<file path="config.mk">
export PLATFORM = sky130hd
export DESIGN_NAME = rgb_to_gray4_dither_pack_flat
export DESIGN_NICKNAME = d
export VERILOG_FILES = /design/src/sv/rgd_pkg.sv /design/src/sv/rgd_channels.sv /design/src/sv/rgd_pixel_map.sv /design/src/sv/rgb_to_gray4_dither_pack.sv /design/src/flat_wrapper.sv
export SDC_FILE = /design/constraint.sdc
export NUM_CORES = 1
export LEC_CHECK = 0
export BUFFER_PORTS_ARGS = -buffer_cell sky130_fd_sc_hd__buf_2
export CAP_MARGIN = 20
export CORE_UTILIZATION = 35
export CTS_CLUSTER_SIZE = 25
export DETAILED_ROUTE_END_ITERATION = 8
export GPL_ROUTABILITY_DRIVEN = 1
export SYNTH_ARGS = -nofsm -noshare
export SYNTH_HDL_FRONTEND = slang
export SYNTH_SLANG_ARGS = --single-unit
</file>
<file path="constraint.sdc">
create_clock -name clock -period 11.24 [get_ports clock]
set_input_delay 1.686 -clock clock [delete_from_list [all_inputs] [get_ports clock]]
set_output_delay 1.686 -clock clock [all_outputs]
set_load 0.1 [all_outputs]
</file>
<file path="src/sv/rgd_pkg.sv">
// rgd_pkg: shared widths, codes, dither pattern and configuration type
// for the RGB to 4-bit gray converter. Depends on nothing.
`default_nettype none

package rgd_pkg;

   localparam int COORD_WIDTH  = 12;
   localparam int RGB_WIDTH    = 24;
   localparam int GRAY_WIDTH   = 4;
   localparam int BYTE_WIDTH   = 8;
   localparam int THR_WIDTH    = 5;
   localparam int CSR_IDX_WIDTH  = 3;
   localparam int CSR_DATA_WIDTH = 8;

   localparam logic [31:0] GRAY_MASK  = 32'h00f8_f8f8;
   localparam logic [31:0] GRAY_MUL   = 32'h0020_a040;
   localparam logic [31:0] GRAY_ROUND = 32'h0700_0000;

   localparam logic [GRAY_WIDTH-1:0] LEVEL_BLACK = 4'd0;
   localparam logic [GRAY_WIDTH-1:0] LEVEL_DARK  = 4'd5;
   localparam logic [GRAY_WIDTH-1:0] LEVEL_LIGHT = 4'd10;
   localparam logic [GRAY_WIDTH-1:0] LEVEL_WHITE = 4'd15;

   // ordered dither pattern, indexed [x & 3][y & 3]
   localparam logic [GRAY_WIDTH-1:0] DITHER_TAB [0:3][0:3] = '{
      '{4'd7,  4'd8,  4'd2,  4'd10},
      '{4'd12, 4'd4,  4'd14, 4'd6},
      '{4'd3,  4'd11, 4'd1,  4'd9},
      '{4'd15, 4'd7,  4'd13, 4'd5}
   };

   typedef enum logic [1:0] {
      MODE_PLAIN  = 2'd0,
      MODE_DITHER = 2'd1,
      MODE_THRESH = 2'd2,
      MODE_TONES  = 2'd3
   } mode_type;

   typedef enum logic [CSR_IDX_WIDTH-1:0] {
      CSR_MODE      = 3'd0,
      CSR_BW_THR    = 3'd1,
      CSR_INVERT    = 3'd2,
      CSR_TONE_LOW  = 3'd3,
      CSR_TONE_MID  = 3'd4,
      CSR_TONE_HIGH = 3'd5,
      CSR_MIRROR_X  = 3'd6
   } csr_index_type;

   typedef struct packed {
      mode_type               mode;
      logic [THR_WIDTH-1:0]   mono_threshold;
      logic                   invert;
      logic [THR_WIDTH-1:0]   tone_low;
      logic [THR_WIDTH-1:0]   tone_mid;
      logic [THR_WIDTH-1:0]   tone_high;
      logic                   mirror_x;
   } cfg_type;

endpackage

`default_nettype wire

</file>
<file path="src/sv/rgd_channels.sv">
// rgd_channels: valid/ready channel interfaces for pixel-pair requests,
// result words and register writes. Depends on rgd_pkg.
`default_nettype none

interface rgd_req_if import rgd_pkg::*; ();
   logic                   valid;
   logic                   ready;
   logic [RGB_WIDTH-1:0]   first_rgb;
   logic [RGB_WIDTH-1:0]   second_rgb;
   logic [COORD_WIDTH-1:0] pos_x;
   logic [COORD_WIDTH-1:0] pos_y;
   logic [BYTE_WIDTH-1:0]  old_byte;
   logic                   keep_first;
   logic                   keep_second;
   logic                   last_of_region;

   modport source (output valid, first_rgb, second_rgb, pos_x, pos_y, old_byte,
                   keep_first, keep_second, last_of_region, input ready);
   modport sink   (input valid, first_rgb, second_rgb, pos_x, pos_y, old_byte,
                   keep_first, keep_second, last_of_region, output ready);
endinterface

interface rgd_rsp_if import rgd_pkg::*; ();
   logic                   valid;
   logic                   ready;
   logic [BYTE_WIDTH-1:0]  new_byte;
   logic                   byte_changed;
   logic                   region_changed;
   logic [COORD_WIDTH-1:0] changed_x_min;
   logic [COORD_WIDTH-1:0] changed_x_max;
   logic [COORD_WIDTH-1:0] changed_y_min;
   logic [COORD_WIDTH-1:0] changed_y_max;

   modport source (output valid, new_byte, byte_changed, region_changed,
                   changed_x_min, changed_x_max, changed_y_min, changed_y_max,
                   input ready);
   modport sink   (input valid, new_byte, byte_changed, region_changed,
                   changed_x_min, changed_x_max, changed_y_min, changed_y_max,
                   output ready);
endinterface

interface rgd_csr_if import rgd_pkg::*; ();
   logic                      valid;
   logic                      ready;
   logic [CSR_IDX_WIDTH-1:0]  index;
   logic [CSR_DATA_WIDTH-1:0] data;

   modport source (output valid, index, data, input ready);
   modport sink   (input valid, index, data, output ready);
endinterface

`default_nettype wire

</file>
<file path="src/sv/rgd_pixel_map.sv">
// rgd_pixel_map: one pixel from RGB (or its kept old nibble) to a 4-bit
// output level under the current mode. Combinational. Depends on rgd_pkg.
`default_nettype none

module rgd_pixel_map import rgd_pkg::*; (
   input  logic [RGB_WIDTH-1:0]  rgb,
   input  logic                  keep,
   input  logic [GRAY_WIDTH-1:0] old_nibble,
   input  logic [1:0]            dither_x,
   input  logic [1:0]            dither_y,
   input  cfg_type               cfg,
   output logic [GRAY_WIDTH-1:0] level
);

   logic [31:0]           weighted;
   logic [GRAY_WIDTH-1:0] gray;
   logic [THR_WIDTH-1:0]  gray_ext;
   logic [GRAY_WIDTH-1:0] hi_level;
   logic [GRAY_WIDTH-1:0] lo_level;

   // constant-coefficient multiply; keep only the low 32 bits
   assign weighted = (({{(32-RGB_WIDTH){1'b0}}, rgb} & GRAY_MASK) * GRAY_MUL) + GRAY_ROUND;
   assign gray     = keep ? old_nibble : weighted[31 -: GRAY_WIDTH];
   assign gray_ext = {1'b0, gray};
   assign hi_level = cfg.invert ? LEVEL_BLACK : LEVEL_WHITE;
   assign lo_level = cfg.invert ? LEVEL_WHITE : LEVEL_BLACK;

   always_comb begin
      case (cfg.mode)
         MODE_PLAIN:  level = gray;
         MODE_DITHER: level = (gray >= DITHER_TAB[dither_x][dither_y]) ? hi_level : lo_level;
         MODE_THRESH: level = (gray_ext >= cfg.mono_threshold) ? hi_level : lo_level;
         MODE_TONES: begin
            if (gray_ext < cfg.tone_low)       level = LEVEL_BLACK;
            else if (gray_ext < cfg.tone_mid)  level = LEVEL_DARK;
            else if (gray_ext < cfg.tone_high) level = LEVEL_LIGHT;
            else                               level = LEVEL_WHITE;
         end
         default:     level = gray;
      endcase
   end

endmodule

`default_nettype wire

</file>
<file path="src/sv/rgb_to_gray4_dither_pack.sv">
// rgb_to_gray4_dither_pack: top level of the RGB pair to packed 4-bit gray
// converter with change tracking. Depends on rgd_pkg, rgd_channels, rgd_pixel_map.
`default_nettype none

// Each request word carries two RGB pixels, the x of the first (the second
// sits at x+1, wrapping within the coordinate width), the row, the current
// destination byte and keep flags for pixels outside the clip. The block
// returns the new packed byte, a changed flag, and on the word flagged
// last_of_region the bounding box of every changed pixel since the previous
// region end (all zero if nothing changed); the box then clears. The block
// takes one word per clock unless results stall; words pass the input register
// and the result register with the gray/mode logic between them. The box
// registers update as a word moves into the result register, so the next
// word already sees them. Register writes are always ready and take effect
// at once; write them only while no word is in flight.
module rgb_to_gray4_dither_pack import rgd_pkg::*; (
   input  logic          clock,
   input  logic          reset,
   rgd_req_if.sink       req_chan,
   rgd_rsp_if.source     rsp_chan,
   rgd_csr_if.sink       csr_chan
);

   // configuration
   cfg_type cfg_ff;

   // input stage
   logic                   s1_valid_ff;
   logic [RGB_WIDTH-1:0]   s1_first_rgb_ff;
   logic [RGB_WIDTH-1:0]   s1_second_rgb_ff;
   logic [COORD_WIDTH-1:0] s1_pos_x_ff;
   logic [COORD_WIDTH-1:0] s1_pos_y_ff;
   logic [BYTE_WIDTH-1:0]  s1_old_byte_ff;
   logic                   s1_keep_first_ff;
   logic                   s1_keep_second_ff;
   logic                   s1_last_ff;

   // result stage
   logic                   out_valid_ff;
   logic [BYTE_WIDTH-1:0]  out_new_byte_ff;
   logic                   out_byte_changed_ff;
   logic                   out_region_changed_ff;
   logic [COORD_WIDTH-1:0] out_x_min_ff;
   logic [COORD_WIDTH-1:0] out_x_max_ff;
   logic [COORD_WIDTH-1:0] out_y_min_ff;
   logic [COORD_WIDTH-1:0] out_y_max_ff;

   // change box
   logic                   any_change_ff, any_change_in;
   logic [COORD_WIDTH-1:0] box_x_min_ff, box_x_min_in;
   logic [COORD_WIDTH-1:0] box_x_max_ff, box_x_max_in;
   logic [COORD_WIDTH-1:0] box_y_min_ff, box_y_min_in;
   logic [COORD_WIDTH-1:0] box_y_max_ff, box_y_max_in;

   logic out_free;
   logic s1_move;
   logic req_take;

   logic [COORD_WIDTH-1:0] x1;
   logic [1:0]             x1_low;
   logic [GRAY_WIDTH-1:0]  old_first;
   logic [GRAY_WIDTH-1:0]  old_second;
   logic [GRAY_WIDTH-1:0]  level_first;
   logic [GRAY_WIDTH-1:0]  level_second;
   logic [BYTE_WIDTH-1:0]  new_byte;
   logic [BYTE_WIDTH-1:0]  diff;
   logic                   diff_first;
   logic                   diff_second;
   logic [COORD_WIDTH-1:0] xmin;
   logic [COORD_WIDTH-1:0] xmax;
   logic                   upd_any;
   logic [COORD_WIDTH-1:0] upd_x_min;
   logic [COORD_WIDTH-1:0] upd_x_max;
   logic [COORD_WIDTH-1:0] upd_y_min;
   logic [COORD_WIDTH-1:0] upd_y_max;

   // handshakes: the result register frees when empty or being taken,
   // the input register frees when empty or moving on
   assign out_free          = !out_valid_ff || rsp_chan.ready;
   assign s1_move           = s1_valid_ff && out_free;
   assign req_chan.ready    = !s1_valid_ff || out_free;
   assign req_take          = req_chan.valid && req_chan.ready;
   assign csr_chan.ready    = 1'b1;

   // register writes
   always_ff @(posedge clock) begin
      if (reset) begin
         cfg_ff.mode           <= MODE_PLAIN;
         cfg_ff.mono_threshold <= THR_WIDTH'(8);
         cfg_ff.invert         <= 1'b0;
         cfg_ff.tone_low       <= THR_WIDTH'(4);
         cfg_ff.tone_mid       <= THR_WIDTH'(8);
         cfg_ff.tone_high      <= THR_WIDTH'(12);
         cfg_ff.mirror_x       <= 1'b0;
      end else if (csr_chan.valid) begin
         case (csr_index_type'(csr_chan.index))
            CSR_MODE:      cfg_ff.mode           <= mode_type'(csr_chan.data[1:0]);
            CSR_BW_THR:    cfg_ff.mono_threshold <= csr_chan.data[THR_WIDTH-1:0];
            CSR_INVERT:    cfg_ff.invert         <= csr_chan.data[0];
            CSR_TONE_LOW:  cfg_ff.tone_low       <= csr_chan.data[THR_WIDTH-1:0];
            CSR_TONE_MID:  cfg_ff.tone_mid       <= csr_chan.data[THR_WIDTH-1:0];
            CSR_TONE_HIGH: cfg_ff.tone_high      <= csr_chan.data[THR_WIDTH-1:0];
            CSR_MIRROR_X:  cfg_ff.mirror_x       <= csr_chan.data[0];
            default: begin
               // drop writes to unused indexes
            end
         endcase
      end
   end

   // input register
   always_ff @(posedge clock) begin
      if (reset) begin
         s1_valid_ff <= 1'b0;
      end else if (req_chan.ready) begin
         s1_valid_ff <= req_chan.valid;
      end
   end

   always_ff @(posedge clock) begin
      if (req_take) begin
         s1_first_rgb_ff   <= req_chan.first_rgb;
         s1_second_rgb_ff  <= req_chan.second_rgb;
         s1_pos_x_ff       <= req_chan.pos_x;
         s1_pos_y_ff       <= req_chan.pos_y;
         s1_old_byte_ff    <= req_chan.old_byte;
         s1_keep_first_ff  <= req_chan.keep_first;
         s1_keep_second_ff <= req_chan.keep_second;
         s1_last_ff        <= req_chan.last_of_region;
      end
   end

   // pixel mapping; the mirror setting picks which nibble each pixel owns
   assign x1         = s1_pos_x_ff + COORD_WIDTH'(1);
   assign x1_low     = x1[1:0];
   assign old_first  = cfg_ff.mirror_x ? s1_old_byte_ff[7:4] : s1_old_byte_ff[3:0];
   assign old_second = cfg_ff.mirror_x ? s1_old_byte_ff[3:0] : s1_old_byte_ff[7:4];

   rgd_pixel_map u_map_first (
      .rgb        (s1_first_rgb_ff),
      .keep       (s1_keep_first_ff),
      .old_nibble (old_first),
      .dither_x   (s1_pos_x_ff[1:0]),
      .dither_y   (s1_pos_y_ff[1:0]),
      .cfg        (cfg_ff),
      .level      (level_first)
   );

   rgd_pixel_map u_map_second (
      .rgb        (s1_second_rgb_ff),
      .keep       (s1_keep_second_ff),
      .old_nibble (old_second),
      .dither_x   (x1_low),
      .dither_y   (s1_pos_y_ff[1:0]),
      .cfg        (cfg_ff),
      .level      (level_second)
   );

   assign new_byte    = cfg_ff.mirror_x ? {level_first, level_second}
                                        : {level_second, level_first};
   assign diff        = new_byte ^ s1_old_byte_ff;
   assign diff_first  = cfg_ff.mirror_x ? (|diff[7:4]) : (|diff[3:0]);
   assign diff_second = cfg_ff.mirror_x ? (|diff[3:0]) : (|diff[7:4]);
   assign xmin        = diff_first  ? s1_pos_x_ff : x1;
   assign xmax        = diff_second ? x1 : s1_pos_x_ff;

   // grow the box with this word's changed pixels; rows arrive in scan
   // order, so the latest changed row becomes the bottom edge
   always_comb begin
      upd_any   = any_change_ff;
      upd_x_min = box_x_min_ff;
      upd_x_max = box_x_max_ff;
      upd_y_min = box_y_min_ff;
      upd_y_max = box_y_max_ff;
      if (diff != '0) begin
         upd_any = 1'b1;
         if (!any_change_ff) begin
            upd_x_min = xmin;
            upd_x_max = xmax;
            upd_y_min = s1_pos_y_ff;
            upd_y_max = s1_pos_y_ff;
         end else begin
            if (xmin < box_x_min_ff)        upd_x_min = xmin;
            if (xmax > box_x_max_ff)        upd_x_max = xmax;
            if (s1_pos_y_ff < box_y_min_ff) upd_y_min = s1_pos_y_ff;
            upd_y_max = s1_pos_y_ff;
         end
      end
   end

   // on the region's last word report, then clear
   always_comb begin
      any_change_in = any_change_ff;
      box_x_min_in  = box_x_min_ff;
      box_x_max_in  = box_x_max_ff;
      box_y_min_in  = box_y_min_ff;
      box_y_max_in  = box_y_max_ff;
      if (s1_move) begin
         if (s1_last_ff) begin
            any_change_in = 1'b0;
            box_x_min_in  = '0;
            box_x_max_in  = '0;
            box_y_min_in  = '0;
            box_y_max_in  = '0;
         end else begin
            any_change_in = upd_any;
            box_x_min_in  = upd_x_min;
            box_x_max_in  = upd_x_max;
            box_y_min_in  = upd_y_min;
            box_y_max_in  = upd_y_max;
         end
      end
   end

   always_ff @(posedge clock) begin
      if (reset) begin
         any_change_ff <= 1'b0;
         box_x_min_ff  <= '0;
         box_x_max_ff  <= '0;
         box_y_min_ff  <= '0;
         box_y_max_ff  <= '0;
      end else begin
         any_change_ff <= any_change_in;
         box_x_min_ff  <= box_x_min_in;
         box_x_max_ff  <= box_x_max_in;
         box_y_min_ff  <= box_y_min_in;
         box_y_max_ff  <= box_y_max_in;
      end
   end

   // result register
   always_ff @(posedge clock) begin
      if (reset) begin
         out_valid_ff <= 1'b0;
      end else if (out_free) begin
         out_valid_ff <= s1_valid_ff;
      end
   end

   always_ff @(posedge clock) begin
      if (s1_move) begin
         out_new_byte_ff     <= new_byte;
         out_byte_changed_ff <= (diff != '0);
         if (s1_last_ff && upd_any) begin
            out_region_changed_ff <= 1'b1;
            out_x_min_ff          <= upd_x_min;
            out_x_max_ff          <= upd_x_max;
            out_y_min_ff          <= upd_y_min;
            out_y_max_ff          <= upd_y_max;
         end else begin
            out_region_changed_ff <= 1'b0;
            out_x_min_ff          <= '0;
            out_x_max_ff          <= '0;
            out_y_min_ff          <= '0;
            out_y_max_ff          <= '0;
         end
      end
   end

   assign rsp_chan.valid          = out_valid_ff;
   assign rsp_chan.new_byte       = out_new_byte_ff;
   assign rsp_chan.byte_changed   = out_byte_changed_ff;
   assign rsp_chan.region_changed = out_region_changed_ff;
   assign rsp_chan.changed_x_min  = out_x_min_ff;
   assign rsp_chan.changed_x_max  = out_x_max_ff;
   assign rsp_chan.changed_y_min  = out_y_min_ff;
   assign rsp_chan.changed_y_max  = out_y_max_ff;

endmodule

`default_nettype wire

</file>
<file path="src/flat_wrapper.sv">
// flat-port wrapper written by rule: the top's interface ports become plain ports
module rgb_to_gray4_dither_pack_flat import rgd_pkg::*;
  (clock, reset, req_chan_valid, req_chan_first_rgb, req_chan_second_rgb, req_chan_pos_x, req_chan_pos_y, req_chan_old_byte, req_chan_keep_first, req_chan_keep_second, req_chan_last_of_region, req_chan_ready, rsp_chan_valid, rsp_chan_new_byte, rsp_chan_byte_changed, rsp_chan_region_changed, rsp_chan_changed_x_min, rsp_chan_changed_x_max, rsp_chan_changed_y_min, rsp_chan_changed_y_max, rsp_chan_ready, csr_chan_valid, csr_chan_index, csr_chan_data, csr_chan_ready);
  rgd_req_if req_chan_i ();
  rgd_rsp_if rsp_chan_i ();
  rgd_csr_if csr_chan_i ();
  input  logic clock;
  input  logic reset;
  input wire logic [$bits(req_chan_i.valid)-1:0] req_chan_valid;
  input wire logic [$bits(req_chan_i.first_rgb)-1:0] req_chan_first_rgb;
  input wire logic [$bits(req_chan_i.second_rgb)-1:0] req_chan_second_rgb;
  input wire logic [$bits(req_chan_i.pos_x)-1:0] req_chan_pos_x;
  input wire logic [$bits(req_chan_i.pos_y)-1:0] req_chan_pos_y;
  input wire logic [$bits(req_chan_i.old_byte)-1:0] req_chan_old_byte;
  input wire logic [$bits(req_chan_i.keep_first)-1:0] req_chan_keep_first;
  input wire logic [$bits(req_chan_i.keep_second)-1:0] req_chan_keep_second;
  input wire logic [$bits(req_chan_i.last_of_region)-1:0] req_chan_last_of_region;
  output wire logic [$bits(req_chan_i.ready)-1:0] req_chan_ready;
  output wire logic [$bits(rsp_chan_i.valid)-1:0] rsp_chan_valid;
  output wire logic [$bits(rsp_chan_i.new_byte)-1:0] rsp_chan_new_byte;
  output wire logic [$bits(rsp_chan_i.byte_changed)-1:0] rsp_chan_byte_changed;
  output wire logic [$bits(rsp_chan_i.region_changed)-1:0] rsp_chan_region_changed;
  output wire logic [$bits(rsp_chan_i.changed_x_min)-1:0] rsp_chan_changed_x_min;
  output wire logic [$bits(rsp_chan_i.changed_x_max)-1:0] rsp_chan_changed_x_max;
  output wire logic [$bits(rsp_chan_i.changed_y_min)-1:0] rsp_chan_changed_y_min;
  output wire logic [$bits(rsp_chan_i.changed_y_max)-1:0] rsp_chan_changed_y_max;
  input wire logic [$bits(rsp_chan_i.ready)-1:0] rsp_chan_ready;
  input wire logic [$bits(csr_chan_i.valid)-1:0] csr_chan_valid;
  input wire logic [$bits(csr_chan_i.index)-1:0] csr_chan_index;
  input wire logic [$bits(csr_chan_i.data)-1:0] csr_chan_data;
  output wire logic [$bits(csr_chan_i.ready)-1:0] csr_chan_ready;
  assign req_chan_i.valid = req_chan_valid;
  assign req_chan_i.first_rgb = req_chan_first_rgb;
  assign req_chan_i.second_rgb = req_chan_second_rgb;
  assign req_chan_i.pos_x = req_chan_pos_x;
  assign req_chan_i.pos_y = req_chan_pos_y;
  assign req_chan_i.old_byte = req_chan_old_byte;
  assign req_chan_i.keep_first = req_chan_keep_first;
  assign req_chan_i.keep_second = req_chan_keep_second;
  assign req_chan_i.last_of_region = req_chan_last_of_region;
  assign req_chan_ready = req_chan_i.ready;
  assign rsp_chan_valid = rsp_chan_i.valid;
  assign rsp_chan_new_byte = rsp_chan_i.new_byte;
  assign rsp_chan_byte_changed = rsp_chan_i.byte_changed;
  assign rsp_chan_region_changed = rsp_chan_i.region_changed;
  assign rsp_chan_changed_x_min = rsp_chan_i.changed_x_min;
  assign rsp_chan_changed_x_max = rsp_chan_i.changed_x_max;
  assign rsp_chan_changed_y_min = rsp_chan_i.changed_y_min;
  assign rsp_chan_changed_y_max = rsp_chan_i.changed_y_max;
  assign rsp_chan_i.ready = rsp_chan_ready;
  assign csr_chan_i.valid = csr_chan_valid;
  assign csr_chan_i.index = csr_chan_index;
  assign csr_chan_i.data = csr_chan_data;
  assign csr_chan_ready = csr_chan_i.ready;
  rgb_to_gray4_dither_pack u_core (.clock(clock), .reset(reset), .req_chan(req_chan_i), .rsp_chan(rsp_chan_i), .csr_chan(csr_chan_i));
endmodule
</file>
## Word-level counts from Yosys, hierarchy flattened

Cells that the tools add are included.
W data, S select, Z words.

- Add/subtract/negate cells: 3
- Multipliers: 2
- Magnitude comparators: 16
- Equality and inequality tests: 9
- Mux-type cells: 52
- Bitwise operators: 4
- Reduce and logical (&&, ||, !) cells: 19

Operators by type and width:

| cell | count |
|---|---|
| $mux W12 | 16 |
| $mux W4 | 18 |
| $add A32 B27 Y32 const B | 2 |
| $bmux W16 S2 | 2 |
| $mux W16 | 4 |
| $mul A21 B16 Y23 const B | 2 |
| $pmux W4 S4 | 2 |
| $lt A4 B5 Y1 | 6 |
| $lt A12 B12 Y1 | 2 |
| $bmux W4 S2 | 2 |
| $reduce_and A2 Y1 | 7 |
| $add A12 B1 Y12 const B | 1 |
| $gt A12 B12 Y1 | 1 |
| $ge A4 B5 Y1 | 2 |
| $eq A3 B3 Y1 const B | 3 |
| $ge A3 B3 Y1 const B | 3 |
| $not A2 Y3 | 3 |
| $ge A4 B4 Y1 | 2 |
| $mux W8 | 1 |
| $reduce_bool A8 Y1 | 1 |
| $reduce_or A4 Y1 | 2 |
| $xor A8 B8 Y8 | 1 |
| $eq A3 B2 Y1 const B | 2 |
| $mux W3 | 2 |
| other kinds (9) | 18 |

- Register bits after elaboration: 216
- Bits of input ports: 99
- Output and inout port bits: 61
- Word-level logic and storage cells: 134

## Longest topological paths before layout

Gate-level depths: netlist (run 1).

- Depth after elaboration: 21
- Gate-level depth with buffers: 47
- Mapped depth without buffers: 44

## By module

From an unflattened synthesis (run 1), not the netlist that was laid out.

- Cell total of the unflattened synthesis: 1251
- Area, all modules: 13382.8 µm²

Modules (own cells, without submodules):

| module | times used | cells each | area an instance (µm²) |
|---|---|---|---|
| rgb_to_gray4_dither_pack | 1 | 798 | 9571.7 |
| rgd_pixel_map at u_core.u_map_first | 1 | 226 | 1915.6 |
| rgd_pixel_map at u_core.u_map_second | 1 | 227 | 1895.6 |

## Worst setup path before layout (run 1)

Ideal clock, no wire load.

- Kind: reg-to-reg
- From: register u_core.s1_first_rgb_ff[15]
- To: register u_core.out_x_max_ff[10], in the netlist u_core.rsp_chan.changed_x_max[10], data pin
- Library setup time: 0.267 ns
- Data arrival time: 9.459 ns
- Path slack: 1.514 ns
- Stages on the path, launching flop included: 45
- Buffers on the path: 5
- Period minus slack after synthesis: 9.726 ns
- Cells stage by stage: edfxtp_1 -> ha_1 -> ha_1 -> ha_1 -> inv_1 -> fa_1 -> inv_1 -> fa_1 -> ha_1 -> ha_1 -> nor3b_1 -> o311a_1 -> a211oi_2 -> or3_1 -> buf_4 -> and3_1 -> nor3b_1 -> ha_1 -> (+9 left out) -> buf_6 -> a32oi_1 -> buf_4 -> nand2_1 -> xor2_1 -> inv_1 -> ha_1 -> a21o_1 -> a21o_1 -> a21oi_1 -> nor2_1 -> a2111oi_0 -> o21ai_0 -> and2_1 -> clkbuf_1 -> clkbuf_1 -> o21ai_0 -> a21oi_1

- Longest elaborated chain between the ends: 17
- Elaborated cells between the ends (all ways): 27
- Classes of those cells: 1 x add/sub; 1 x mul; 6 x order compare; 14 x mux; 1 x bitwise; 4 x reduce/logical

Ends and longest elaborated chain:

| element | RTL line | RTL |
|---|---|---|
| from (decl) | rgb_to_gray4_dither_pack.sv:29 | `logic [RGB_WIDTH-1:0] s1_first_rgb_ff;` |
| from (signal assigned) | rgb_to_gray4_dither_pack.sv:122 | `s1_first_rgb_ff <= req_chan.first_rgb;` |
| $mul A21 B16 Y23 (*) | rgd_pixel_map.sv:22 | `assign weighted = (({{(32-RGB_WIDTH){1'b0}}, rgb} & GRAY_MASK) * GRAY_MUL) + GRAY_ROUND;` |
| $add A32 B27 Y32 (*) | rgd_pixel_map.sv:22 |  |
| $mux W4 (*) | rgd_pixel_map.sv:23 | `assign gray = keep ? old_nibble : weighted[31 -: GRAY_WIDTH];` |
| $lt A4 B5 Y1 | rgd_pixel_map.sv:36 | `else if (gray_ext < cfg.tone_high) level = LEVEL_LIGHT;` |
| $mux W3 | rgd_pixel_map.sv:36 |  |
| $mux W4 | rgd_pixel_map.sv:35 | `else if (gray_ext < cfg.tone_mid) level = LEVEL_DARK;` |
| $mux W4 | rgd_pixel_map.sv:34 | `if (gray_ext < cfg.tone_low) level = LEVEL_BLACK;` |
| $pmux W4 S4 (*) | rgd_pixel_map.sv:29 | `case (cfg.mode)` |
| $mux W8 (*) | rgb_to_gray4_dither_pack.sv:159 | `assign new_byte = cfg_ff.mirror_x ? {level_first, level_second}` |
| $xor A8 B8 Y8 (*) | rgb_to_gray4_dither_pack.sv:161 | `assign diff = new_byte ^ s1_old_byte_ff;` |
| $reduce_or A4 Y1 | rgb_to_gray4_dither_pack.sv:163 | `assign diff_second = cfg_ff.mirror_x ? (\|diff[3:0]) : (\|diff[7:4]);` |
| $mux W1 | rgb_to_gray4_dither_pack.sv:163 |  |
| $mux W12 | rgb_to_gray4_dither_pack.sv:165 | `assign xmax = diff_second ? x1 : s1_pos_x_ff;` |
| $gt A12 B12 Y1 | rgb_to_gray4_dither_pack.sv:184 | `if (xmax > box_x_max_ff) upd_x_max = xmax;` |
| $mux W12 | rgb_to_gray4_dither_pack.sv:184 |  |
| $mux W12 | rgb_to_gray4_dither_pack.sv:177 | `if (!any_change_ff) begin` |
| $mux W12 | rgb_to_gray4_dither_pack.sv:175 | `if (diff != '0) begin` |
| to (signal assigned) | rgb_to_gray4_dither_pack.sv:247 | `out_x_max_ff <= upd_x_max;` |
| to (decl) | rgb_to_gray4_dither_pack.sv:44 | `logic [COORD_WIDTH-1:0] out_x_max_ff;` |

Mark *: on every way between the ends. The rest lies on a longest branch, timed or not.
A chain may end at the register's enable or synchronous reset.

## Worst setup path after layout (run 1)

- From: register u_core.s1_first_rgb_ff[13]
- To: register u_core.out_x_min_ff[6], in the netlist u_core.rsp_chan.changed_x_min[6], data pin

- Longest elaborated chain between the ends: 17
- Elaborated cells between the ends (all ways): 27
- Classes of those cells: 1 x add/sub; 1 x mul; 6 x order compare; 14 x mux; 1 x bitwise; 4 x reduce/logical

Ends and longest elaborated chain:

| element | RTL line | RTL |
|---|---|---|
| $mul A21 B16 Y23 (*) | rgd_pixel_map.sv:22 |  |
| $add A32 B27 Y32 (*) | rgd_pixel_map.sv:22 |  |
| $mux W4 (*) | rgd_pixel_map.sv:23 |  |
| $lt A4 B5 Y1 | rgd_pixel_map.sv:36 |  |
| $mux W3 | rgd_pixel_map.sv:36 |  |
| $mux W4 | rgd_pixel_map.sv:35 |  |
| $mux W4 | rgd_pixel_map.sv:34 |  |
| $pmux W4 S4 (*) | rgd_pixel_map.sv:29 |  |
| $mux W8 (*) | rgb_to_gray4_dither_pack.sv:159 |  |
| $xor A8 B8 Y8 (*) | rgb_to_gray4_dither_pack.sv:161 |  |
| $reduce_or A4 Y1 | rgb_to_gray4_dither_pack.sv:162 | `assign diff_first = cfg_ff.mirror_x ? (\|diff[7:4]) : (\|diff[3:0]);` |
| $mux W1 | rgb_to_gray4_dither_pack.sv:162 |  |
| $mux W12 | rgb_to_gray4_dither_pack.sv:164 | `assign xmin = diff_first ? s1_pos_x_ff : x1;` |
| $lt A12 B12 Y1 | rgb_to_gray4_dither_pack.sv:183 | `if (xmin < box_x_min_ff) upd_x_min = xmin;` |
| $mux W12 | rgb_to_gray4_dither_pack.sv:183 |  |
| $mux W12 | rgb_to_gray4_dither_pack.sv:177 |  |
| $mux W12 | rgb_to_gray4_dither_pack.sv:175 |  |
| to (signal assigned) | rgb_to_gray4_dither_pack.sv:246 | `out_x_min_ff <= upd_x_min;` |
| to (decl) | rgb_to_gray4_dither_pack.sv:43 | `logic [COORD_WIDTH-1:0] out_x_min_ff;` |

Marked as above.

==> insert_results.sql, run 1 <==
INSERT INTO impl_metrics (metric_group, metric, value, unit) VALUES
('synthesis', 'synth.area.top_cells', 'edfxtp_1 (28%), ha_1 (16%), dfxtp_1 (11%), mux2i_1 (3.0%), inv_1 (2.7%)', ''),
('timing', 'final_critical_path_setup_slack', '748', 'ps'),
('synthesis', 'yosysTopAreaCellShare', '27.5', '%'),
('clocking', 'clock-root-buffer', 'clkbuf_16', ''),
('clocking', 'clock-sinks', '198', ''),
('floorplanning', 'core_area', '37700', 'sq um'),
('place', 'dp.final_hpwl', '24.3', 'mm'),
('synthesis', 'ys.warnings.count', '0', ''),
('layout', 'reg.largest.list', 'u_core.cfg_ff: 24 flops, u_core.s1_first_rgb_ff: 15 flops, u_core.s1_second_rgb_ff: 15 flops', ''),
('power_and_ir_drop', 'leakage', '6.37', 'nW'),
('timing', 'setup_repair_after_global_routing_missed_its_margin', 'no', ''),
('clocking', 'cts.clk_slew.worst_paths', '90', 'ps'),
('layout', 'largest_reg_flops', '24', ''),
('floorplanning', 'die_width', '198', 'um'),
('outcome', 'status', 'complete, no violations', ''),
('floorplanning', 'floorplan.die.height', '198', 'um'),
('timing', 'finalHoldViolCount', '0', ''),
('route', 'first_pass_iters', '5', ''),
('floorplanning', 'number_of_i_o_pins', '160', ''),
('layout', 'multi_input_area', '7570', 'sq um'),
('place', 'routabilityCongestion', '0.840', ''),
('synthesis', 'synthesis.instances', '1294', ''),
('timing', 'period_share', '93.3', '%'),
('worst_setup_path', 'required_time_of_the_critical_path', '11440', 'ps'),
('clocking', 'cts.path.max_buffers', '2', ''),
('route', 'route.detailed.wl_per_inst', '16.8', 'um'),
('worst_setup_path', 'worst_setup_path_start_kind', 'flop', ''),
('layout', 'post_route_cells_drive_above_1_share', '17.3', '%'),
('place', 'numPortBuffers', '137', ''),
('power_and_ir_drop', 'peakVddDrop', '0.123', 'mV'),
('route', 'post_route_ant_nets', '0', ''),
('timing', 'slew_headroom', '34.2', '%'),
('worst_setup_path', 'setup_cp_type', 'flop to flop', ''),
('clocking', 'cts-buffers-inserted', '17', ''),
('power_and_ir_drop', 'power.density', '174', 'nW/um^2'),
('worst_setup_path', 'timing.critical_path.max_delay_family', 'compound AO/OA/AOI/OAI gates', ''),
('synthesis', 'synth_edf_count', '123', ''),
('synthesis', 'synth_area_leader_cell', 'edfxtp_1', ''),
('global_routing', 'globalRouteTotalUtil', '17.0', '%'),
('layout', 'n_fill_cell', '3740', ''),
('timing', 'finalSetupViolations', '0', ''),
('timing', 'worst_pin_slew', '987', 'ps'),
('global_routing', 'antenna_violations_before_repair', '3', ''),
('layout', 'sequential_cell_area', '5190', 'sq um'),
('worst_setup_path', 'setup.worst_path.end_class', 'flop', ''),
('global_routing', 'pin_count_of_the_biggest_net_entering_global_routing', '66', ''),
('worst_setup_path', 'critical-path-max-stage-delay', '530', 'ps'),
('floorplanning', 'core.rowCount', '71', ''),
('synthesis', 'synth-seq-area-share', '38.7', '%'),
('worst_setup_path', 'slowest_stage', 'fa_1', ''),
('flow_run', 'drv_cap', '0', ''),
('timing', 'fin_skew', '13.3', 'ps'),
('route', 'finalWirelength', '32.5', 'mm'),
('min_path', 'min-delay-path-class', 'flop to flop', ''),
('route', 'num_vias', '10300', ''),
('route', 'dr.first_iter.drc_count', '654', ''),
('floorplanning', 'design.die.area', '39100', 'sq um'),
('global_routing', 'grt_pass1_vias', '9976', ''),
('worst_setup_path', 'timing.critical_path.buf_inv', '4', ''),
('worst_setup_path', 'arrival', '10690', 'ps'),
('global_routing', 'grt_first_pass_wirelength', '52.2', 'mm'),
('route', 'drc', '0', ''),
('layout', 'postLayoutCellArea', '15300', 'sq um'),
('global_routing', 'globalRouteOverflowTotal', '0', ''),
('synthesis', 'netlist-cell-type-count', '97', ''),
('layout', 'final_util', '40.6', '%'),
('clocking', 'clock_latency', '470', 'ps'),
('synthesis', 'synth_area', '13400', 'sq um'),
('layout', 'nets', '1697', ''),
('synthesis', 'synth-main-ff-cell', 'edfxtp_1', ''),
('timing', 'final_slew_viol_count', '0', '');
## per-layer routing
metal	global-route usage (%)	wire length (um)	vias up
met5	0	31	-
met4	5.20	523	4
met3	3.15	1210	41
met2	29.6	16300	203
met1	21.2	14400	4939
li1	-	-	5067
## final cells by class
| class | instances | share of cell area (%) |
|---|---|---|
| diodes | 1 | 0.0164 |
| clock buffers | 17 | 2.78 |
| clock inverters | 15 | 1.40 |
| inverters | 99 | 2.43 |
| multi-input cells | 935 | 49.5 |
| flip-flops and latches | 198 | 34.0 |
| well taps | 511 | 4.18 |
| repair buffers | 162 | 5.71 |
## cells by family after synthesis
group	count (synthesis)	share of synthesized area, %
AO/OA/AOI/OAI	295	17.6
XOR/XNOR	41	2.92
adder cells (fa/ha/maj)	185	18.3
buffers and inverters	161	4.98
flip-flops	198	38.7
multiplexers	43	3.26
other	1	0.0280
AND/OR/NAND/NOR	370	14.3
## cells in the mapped netlist (4+ instances only)
| cell | count |
|---|---|
| a211oi_1 | 9 |
| buf_2 | 12 |
| and2_1 | 10 |
| mux2i_1 | 40 |
| clkbuf_1 | 40 |
| a31oi_1 | 6 |
| nand3b_1 | 5 |
| o21a_1 | 8 |
| nor2_1 | 82 |
| a32o_1 | 13 |
| nand4_1 | 26 |
| nor3_1 | 32 |
| ha_1 | 167 |
| nand2b_1 | 15 |
| and3_1 | 23 |
| xnor2_1 | 19 |
| a311o_1 | 5 |
| a32oi_1 | 33 |
| o31ai_2 | 10 |
| o21ai_1 | 6 |
| dfxtp_1 | 75 |
| xor2_1 | 20 |
| o21ai_0 | 31 |
| o211a_1 | 4 |
| edfxtp_1 | 123 |
| or3_1 | 8 |
| a211o_1 | 4 |
| nand3_1 | 27 |
| fa_1 | 18 |
| nand2_1 | 96 |
| buf_6 | 5 |
| nor3b_1 | 10 |
| nand4b_1 | 4 |
| a21oi_1 | 58 |
| nor2b_1 | 8 |
| inv_1 | 98 |
| o2bb2ai_1 | 11 |
| a21o_1 | 32 |
| o211ai_1 | 14 |
## timing repair
item,CTS,global route
gates resized for setup,0,1
buffers inserted,0,3
setup endpoints to repair,0,38
## path summary, 6_finish.rpt
check                                                        end                            startpoint  slack, ps  cells past startpoint
setup / recovery  u_core.rsp_chan.changed_x_min[6]$_SDFFCE_PN0P_  u_core.s1_first_rgb_ff[13]$_DFFE_PP_        750                     45
hold reg to reg              u_core.box_x_min_ff[5]$_SDFFE_PP0P_   u_core.box_x_min_ff[5]$_SDFFE_PP0P_        470                      1
hold / removal               u_core.box_x_min_ff[5]$_SDFFE_PP0P_   u_core.box_x_min_ff[5]$_SDFFE_PP0P_        470                      1
setup reg to reg  u_core.rsp_chan.changed_x_min[6]$_SDFFCE_PN0P_  u_core.s1_first_rgb_ff[13]$_DFFE_PP_        750                     45
## through the flow
stage	hold WS [ps]	total power [mW]	cells
floorplan	442	1.76	1294
global placement	447	1.99	1902
detailed placement	454	2.02	1902
CTS	472	2.68	1934
global route	482	2.84	1938
finish	471	2.67	1938
## placed cells by master, fill, tap and decap left out, types with 9 or more instances in the layout
master | netlist | final
a211oi_1 | 9 | 9
a21o_1 | 32 | 32
a21oi_1 | 58 | 58
a32o_1 | 13 | 13
a32oi_1 | 33 | 33
and2_1 | 10 | 9
and3_1 | 23 | 23
buf_2 | 12 | 137
buf_4 | 3 | 25
clkbuf_16 | 0 | 17
dfxtp_1 | 75 | 75
edfxtp_1 | 123 | 123
fa_1 | 18 | 18
ha_1 | 167 | 167
inv_1 | 98 | 97
mux2i_1 | 40 | 40
nand2_1 | 96 | 96
nand2b_1 | 15 | 15
nand3_1 | 27 | 27
nand4_1 | 26 | 26
nor2_1 | 82 | 82
nor3_1 | 32 | 31
nor3b_1 | 10 | 10
o211ai_1 | 14 | 14
o21ai_0 | 31 | 31
o2bb2ai_1 | 11 | 11
o31ai_2 | 10 | 10
xnor2_1 | 19 | 19
xor2_1 | 20 | 20
## power by group
group	internal, mW	switching, mW	total [mW]
Combinational	0.431	0.725	1.16
Sequential	0.823	0.0319	0.855
Clock	0.310	0.346	0.656
Total	1.56	1.10	2.67
Note: power is estimated with default switching activity, not from simulation.
==> run 2: changes to the inputs <==
--- a/config.mk
+++ b/config.mk
@@ -8,9 +8,11 @@
 export BUFFER_PORTS_ARGS = -buffer_cell sky130_fd_sc_hd__buf_2
 export CAP_MARGIN = 20
 export CORE_UTILIZATION = 35
+export CTS_BUF_LIST = sky130_fd_sc_hd__clkbuf_16
 export CTS_CLUSTER_SIZE = 25
 export DETAILED_ROUTE_END_ITERATION = 8
 export GPL_ROUTABILITY_DRIVEN = 1
+export SLEW_MARGIN = 25
 export SYNTH_ARGS = -nofsm -noshare
 export SYNTH_HDL_FRONTEND = slang
 export SYNTH_SLANG_ARGS = --single-unit
==> run 2 against run 1 <==
Against the previous run: sequential cell count is the same; via count shrank 0.16%; core utilization is essentially flat; first-iteration DRC count grew 5.5%; clock power is essentially flat; clock-buffer cell count is the same; sequential share of layout area is essentially flat; largest cell class unchanged.
==> insert_results.sql, run 2 (synthesis gave the netlist of run 1 again) <==
INSERT INTO impl_metrics (metric_group, metric, value, unit) VALUES
('clocking', 'tritoncts_clock_tree', 'built', ''),
('route', 'drc', '0', ''),
('route', 'finalWirelength', '32.5', 'mm'),
('layout', 'post_route_cells_drive_above_1_share', '17.3', '%'),
('floorplanning', 'floorplan.die.height', '198', 'um'),
('timing', 'final_critical_path_setup_slack', '702', 'ps'),
('floorplanning', 'die_width', '198', 'um'),
('worst_setup_path', 'arrival', '10750', 'ps'),
('min_path', 'worstHoldStart', 'u_core.box_x_min_ff[5]$_SDFFE_PP0P_', ''),
('layout', 'reg.largest.list', 'u_core.cfg_ff: 24 flops, u_core.s1_first_rgb_ff: 15 flops, u_core.s1_second_rgb_ff: 15 flops', ''),
('layout', 'top_register', 'u_core.cfg_ff', ''),
('power_and_ir_drop', 'peakVddDrop', '0.123', 'mV'),
('layout', 'final_util', '40.6', '%'),
('timing', 'finalHoldViolCount', '0', ''),
('layout', 'mostFrequentLayoutCells', 'ha_1 (167), buf_2 (137), edfxtp_1 (123)', ''),
('flow_run', 'drv_cap', '0', ''),
('route', 'drt-vias-per-instance', '5.28', ''),
('route', 'dr.first_iter.drc_count', '690', ''),
('route', 'num_vias', '10200', ''),
('power_and_ir_drop', 'power.density', '174', 'nW/um^2'),
('floorplanning', 'design.die.area', '39100', 'sq um'),
('worst_setup_path', 'required_time_of_the_critical_path', '11460', 'ps'),
('min_path', 'holdPathEnd', 'u_core.box_x_min_ff[5]$_SDFFE_PP0P_', ''),
('layout', 'syn_to_final_growth', '14.1', '%'),
('global_routing', 'grt_first_pass_wirelength', '52.2', 'mm'),
('route', 'route.detailed.wl_per_inst', '16.8', 'um'),
('global_routing', 'antenna_violations_before_repair', '3', ''),
('timing', 'period_share', '93.8', '%'),
('layout', 'layout.cells.non_filler', '1938', ''),
('clocking', 'clock-sinks', '198', ''),
('place', 'routabilityCongestion', '0.840', ''),
('worst_setup_path', 'setup.worst_path.end_class', 'flop', ''),
('clocking', 'clock_latency', '470', 'ps'),
('floorplanning', 'number_of_i_o_pins', '160', ''),
('timing', 'final_slew_viol_count', '0', ''),
('clocking', 'cts_max_level', '4', ''),
('place', 'numPortBuffers', '137', ''),
('worst_setup_path', 'worst_setup_path_start_kind', 'flop', ''),
('timing', 'min_period', '10540', 'ps'),
('clocking', 'cts.path.max_buffers', '2', ''),
('global_routing', 'grt_pass1_vias', '9976', ''),
('place', 'dp_cells', '1902', ''),
('layout', 'largest_reg_flops', '24', ''),
('route', 'post_route_ant_nets', '0', ''),
('worst_setup_path', 'setup_cp_type', 'flop to flop', ''),
('timing', 'slew_headroom', '34.1', '%'),
('floorplanning', 'floorplan.initialDensity', '35.6', '%'),
('clocking', 'cts-buffers-inserted', '17', ''),
('timing', 'finalSetupViolations', '0', ''),
('place', 'dp.final_hpwl', '24.3', 'mm'),
('layout', 'nets', '1697', ''),
('worst_setup_path', 'timing.reg2reg.setup_slack', '700', 'ps'),
('route', 'first_pass_iters', '5', ''),
('floorplanning', 'core.rowCount', '71', ''),
('outcome', 'status', 'complete, no violations', ''),
('min_path', 'min-delay-path-class', 'flop to flop', ''),
('timing', 'fin_skew', '13.3', 'ps'),
('worst_setup_path', 'critical-path-max-stage-delay', '700', 'ps'),
('power_and_ir_drop', 'leakage', '6.38', 'nW'),
('clocking', 'ctsHoldBuffers', '0', ''),
('timing', 'worst_pin_slew', '989', 'ps'),
('timing', 'clock.fmax', '94.9', 'MHz'),
('worst_setup_path', 'critical_path.reg2reg.startpoint', 'u_core.s1_first_rgb_ff[13]$_DFFE_PP_', ''),
('timing', 'setup_repair_after_global_routing_missed_its_margin', 'no', ''),
('clocking', 'cts.clk_slew.worst_paths', '90', 'ps'),
('global_routing', 'globalRouteTotalUtil', '17.0', '%'),
('worst_setup_path', 'slowest_stage', 'a2111oi_0', ''),
('timing', 'setup-tns-final', '0', 'ps'),
('layout', 'layout.cells.most_common', 'ha_1', ''),
('worst_setup_path', 'critPathMostFrequentCell', 'ha_1', ''),
('worst_setup_path', 'timing.rr.end', 'u_core.rsp_chan.changed_x_min[2]$_SDFFCE_PN0P_', ''),
('global_routing', 'globalRouteOverflowTotal', '0', ''),
('min_path', 'hold-path-cell-count', '1', ''),
('floorplanning', 'core_area', '37700', 'sq um'),
('place', 'dp_worst_setup_slack', '755', 'ps'),
('clocking', 'clock-root-buffer', 'clkbuf_16', ''),
('power_and_ir_drop', 'total_power', '2.67', 'mW'),
('worst_setup_path', 'timing.critical_path.fanout_max', '23', ''),
('global_routing', 'pin_count_of_the_biggest_net_entering_global_routing', '66', ''),
('worst_setup_path', 'worstRegToRegCells', '36', '');
[run 2: cell counts in the layout (fill, tap and decap cells not counted)]
Identical to the previous run, type by type.
[run 2: how the worst max path moves through the flow]
| stage | from | end | slack (ps) | depth (start not counted) |
|---|---|---|---|---|
| final | u_core.s1_first_rgb_ff[13]$_DFFE_PP_ | u_core.rsp_chan.changed_x_min[2]$_SDFFCE_PN0P_ | 700 | 36 |
| after global routing | u_core.s1_first_rgb_ff[15]$_DFFE_PP_ | u_core.rsp_chan.changed_x_min[4]$_SDFFCE_PN0P_ | 30 | 45 |
| after CTS | u_core.s1_first_rgb_ff[13]$_DFFE_PP_ | u_core.rsp_chan.changed_x_min[11]$_SDFFCE_PN0P_ | 650 | 45 |
| after detailed placement | u_core.s1_first_rgb_ff[13]$_DFFE_PP_ | u_core.rsp_chan.changed_x_max[1]$_SDFFCE_PN0P_ | 750 | 45 |
| after global placement | u_core.s1_first_rgb_ff[13]$_DFFE_PP_ | u_core.rsp_chan.changed_x_max[1]$_SDFFCE_PN0P_ | 790 | 42 |
| after floorplan | u_core.s1_first_rgb_ff[15]$_DFFE_PP_ | u_core.rsp_chan.changed_x_max[10]$_SDFFCE_PN0P_ | 1510 | 44 |
[run 2: area by class of cell]
class / count / area (sq um)
Antenna cell: 1 / 2.50
Clock inverter: 15 / 214
Multi-Input combinational cell: 935 / 7580
Tap cell: 511 / 639
Sequential cell: 198 / 5190
Inverter: 99 / 372
Clock buffer: 17 / 425
Timing Repair Buffer: 162 / 873
Fill cell: 3740 / 22400
[run 2: repair_timing]
item / in CTS / in global routing
resized for setup: 0 / 1
setup endpoints to repair: 0 / 38
buffers inserted: 0 / 3
[run 2: worst max-delay path, delay by kind of cell, from the launching register on]
family          cells  cell delay, ps
xor+xnor            1             410
simple gates       11            2650
flops               1             450
fa+ha+maj           9            3050
buf+inv             3             310
compound gates     12            3410
[run 2: per-layer routing]
metal / vias up / GRT usage (%) / wire, um
li1: 5063 / - / -
met1: 4932 / 21.2 / 14400
met2: 200 / 29.6 / 16300
met3: 39 / 3.15 / 1280
met4: 4 / 5.20 / 484
met5: - / 0 / 18
[run 2: through the flow]
step | area (sq um) | hold WS [ps]
2_1_floorplan | 13400 | 442
3_3_place_gp | 14600 | 447
3_5_place_dp | 14600 | 454
4_1_cts | 15300 | 472
5_1_grt | 15300 | 482
6_report | 15300 | 470
[run 2: where the power goes]
group	internal (mW)	switching, mW
Clock	0.310	0.345
Sequential	0.823	0.0320
Combinational	0.431	0.725
